### src/design/first_fit_max_tree_allocator_assert.svh
// ----------------------------------------------------------------------------
// first_fit_max_tree_allocator assertion macros
// Concurrent checks clocked on i_clk, muted while i_rst_n is low.
// ----------------------------------------------------------------------------
`ifndef FIRST_FIT_MAX_TREE_ALLOCATOR_ASSERT_SVH
`define FIRST_FIT_MAX_TREE_ALLOCATOR_ASSERT_SVH

// same-cycle implication
`define FFMT_ASSERT_NOW(lbl, ante, cons, msg) \
    lbl: assert property (@(posedge i_clk) disable iff (!i_rst_n) (ante) |-> (cons)) \
        else $error(msg);

// next-cycle implication
`define FFMT_ASSERT_NXT(lbl, ante, cons, msg) \
    lbl: assert property (@(posedge i_clk) disable iff (!i_rst_n) (ante) |=> (cons)) \
        else $error(msg);

`endif

### src/design/ffmt_pkg.sv
// ----------------------------------------------------------------------------
// ffmt_pkg
// Widths, codes and state type shared by the first-fit max-tree allocator.
// ----------------------------------------------------------------------------
package ffmt_pkg;

    localparam int MODE_W     = 2;
    localparam int BIN_W      = 10;
    localparam int AMT_W      = 32;
    localparam int VAL_W      = AMT_W + 1;   // signed node value, -1 = consumed
    localparam int GRANT_W    = 11;
    localparam int LEAVES_DEF = 1024;

    typedef enum logic [MODE_W-1:0] {
        MODE_CLEAR   = 2'd0,
        MODE_LOAD    = 2'd1,
        MODE_REQUEST = 2'd2
    } t_mode;

    typedef enum logic [2:0] {
        ST_SWEEP,
        ST_IDLE,
        ST_ROOT,
        ST_DOWN,
        ST_UP,
        ST_FINISH
    } t_state;

endpackage

### src/design/ffmt_cmp.sv
// ----------------------------------------------------------------------------
// ffmt_cmp
// Shared signed compare: a >= b, and the larger of the two.
// ----------------------------------------------------------------------------
module ffmt_cmp (
    input  logic signed [ffmt_pkg::VAL_W-1:0] i_a,
    input  logic signed [ffmt_pkg::VAL_W-1:0] i_b,
    output logic                              o_ge,
    output logic signed [ffmt_pkg::VAL_W-1:0] o_max
);
    import ffmt_pkg::*;

    assign o_ge  = (i_a >= i_b);
    assign o_max = o_ge ? i_a : i_b;

endmodule

### config.mk
export PLATFORM = sky130hd
export DESIGN_NAME = ffmt_cmp
export DESIGN_NICKNAME = d
export VERILOG_FILES = /design/src/design/first_fit_max_tree_allocator_assert.svh /design/src/design/ffmt_pkg.sv /design/src/design/ffmt_cmp.sv
export SDC_FILE = /design/constraint.sdc
export NUM_CORES = 1
export LEC_CHECK = 0
export BUFFER_PORTS_ARGS = -buffer_cell sky130_fd_sc_hd__buf_4
export CORE_MARGIN = 1.5
export CORE_UTILIZATION = 47
export DETAILED_ROUTE_END_ITERATION = 8
export MAX_ROUTING_LAYER = met4
export PLACE_DENSITY = 0.95
export SETUP_SLACK_MARGIN = 0.02
export SLEW_MARGIN = 30
export SYNTH_ARGS = -nofsm -noshare
export SYNTH_HDL_FRONTEND = slang
export SYNTH_SLANG_ARGS = --single-unit
### constraint.sdc
create_clock -name vclk -period 3.6
set_clock_uncertainty 0.15 [all_clocks]
set_input_delay 0 -clock vclk [all_inputs]
set_output_delay 0 -clock vclk [all_outputs]
set_load 0.01 [all_outputs]
==> impl_metrics.ini <==
[status]
status = finished, violations left
violations = DRC

[sta]
worst_slew_pin_slew_ns = 0.618
slew_violations = 0
hold_violations = 0
fin_tns_setup_ns = 0
fin_crit_sh_pct = 77.9
fmax_mhz = 356
grt_setup_unrepaired = false
relSlewSlack_pct = 58.8
fin_crit_ns = 2.81
setup_violations = 0
hold_ws_ns = 0.160

[floorplanning]
initial_core_util_pct = 50.7
die_y_um = 58.0
die-area_mm2 = 0.00337
rows = 19
die_w_um = 58.0
ioPinCount = 100
design.core.area_mm2 = 0.00281

[power_and_ir_drop]
power.share.clock_pct = 0
swShare_pct = 40.6
p_leak_uw = 0.00129
vdd_drop_max_mv = 0.107
p_sw_uw = 147
p_per_area_mw_per_mm2 = 168
combPwrFrac_pct = 100.0
p_seq_share_pct = 0
internal_power_uw = 215

[yosys]
syn_inst = 161
yosysWarnings = 0
synth_nets = 260
yosysSeqAreaShare_pct = 0
ys_types = 28
synth_area_mm2 = 0.00142
avgSynthCellArea_um2 = 8.84

[cells_and_area]
post_route_cells_drive_above_1_share_pct = 53.5
regArea_um2 = 0
nClkBuffers = 0
fin_nets = 359
insertedDiodeCount = 0
fillCellCount = 204
area_growth_pct = 51.9
final_cell_mix = buf_4 (100), inv_1 (34), ha_1 (33), mux2_4 (29), a21oi_1 (13)
layout_commonest_cell = buf_4
seq_cell_count = 0

[run]
cap_violations = 0

[setup_path]
cp-end-kind = output port
path_max_fanout = 18
worstPathRequired_ns = 3.45
path_class = in2out
arrival_ns = 2.66
cp-start-kind = input port

[grt]
antenna_found_initial = 0
grt_pass1_wl_um = 6280
grtUsageTotal_pct = 23.1
grt_max_degree = 19
grt_pass1_vias = 1554
grt_overflow = 0

[detailed_routing]
drt_pass1_iterations = 7
ant_nets = 0
wirelength_um = 3670
drt-wirelength-per-cell_um = 12.7
drt_iter0_drc = 28
drc = 6
vias_per_cell = 5.17
num_vias = 1494

[clocking]
cts.hold.buffers_added = 0
post_cts_resized = 0
cts_setup_buffers = 0

[placement]
place_hpwl_um = 3390
portBuffers = 100
gp_congestion = 0.752

[hold_path]
hold_path.class = in2out
## worst paths after layout
path  startpoint  cells past startpoint         to
max      i_a[26]                     10  o_max[29]
min      i_b[20]                      3  o_max[20]
## stage by stage
stage | cells | setup WS, ns | area, um2 | power, uW | utilization (%)
final | 289 | 0.795 | 2160 | 362 | 77.0
after floorplan | 161 | 1.55 | 1420 | 222 | -
after global routing | 289 | 0.595 | 2160 | 397 | 77.0
after detailed placement | 289 | 0.794 | 2160 | 365 | 77.0
after CTS | 289 | 0.782 | 2160 | 366 | 77.0
after global placement | 289 | 0.809 | 2160 | 355 | 77.0
## cell families (layout without fill, tap and decap cells)
group / after synthesis / count (layout) / synth area share (%)
AOI/OAI and AO/OA: 25 / 25 / 11.3
adders and majority gates: 33 / 33 / 29.0
and+or+nand+nor: 32 / 32 / 11.9
buffers and inverters: 38 / 135 / 14.0
muxes: 33 / 33 / 33.8
## cell usage after synthesis, types with 2 or more instances
cell / n / area, um2
buf_12: 3 / 60.1
nand2_1: 11 / 41.3
nand4_1: 5 / 31.3
inv_1: 34 / 128
mux2_4: 29 / 435
mux2_2: 4 / 45.0
ha_1: 33 / 413
a21oi_1: 13 / 65.1
nor3_1: 5 / 25.0
nor2_1: 3 / 11.3
o21ai_0: 3 / 15.0
nand3_1: 2 / 10.0
## critical path, stage by stage
cell and delay [ns]:
buf_4 0.12, ha_1 0.32, a21oi_1 0.18, o21ai_0 0.16
nor3_1 0.25, o32a_1 0.17, or3b_2 0.72, buf_12 0.27
mux2_4 0.31, buf_4 0.14
## final cells by class
| type | instances | area [um2] | area share, % |
|---|---|---|---|
| inverters | 34 | 128 | 5.91 |
| well taps | 31 | 38.8 | 1.80 |
| multi-input cells | 123 | 1220 | 56.6 |
| repair buffers | 101 | 771 | 35.7 |
## routing by layer
layer	wire length, um	GRT usage, %
met1	1370	24.7
met2	2060	47.6
met3	220	1.12
met4	23	1.66
met5	0	-
## power groups by stage
| stage | logic, uW | registers (uW) | clock network, uW |
|---|---|---|---|
| floorplan | 222 | 0 | 0 |
| global placement | 355 | 0 | 0 |
| detailed placement | 365 | 0 | 0 |
| CTS | 366 | 0 | 0 |
| global route | 397 | 0 | 0 |
| finish | 362 | 0 | 0 |
Note: power is estimated with default switching activity, not from simulation.
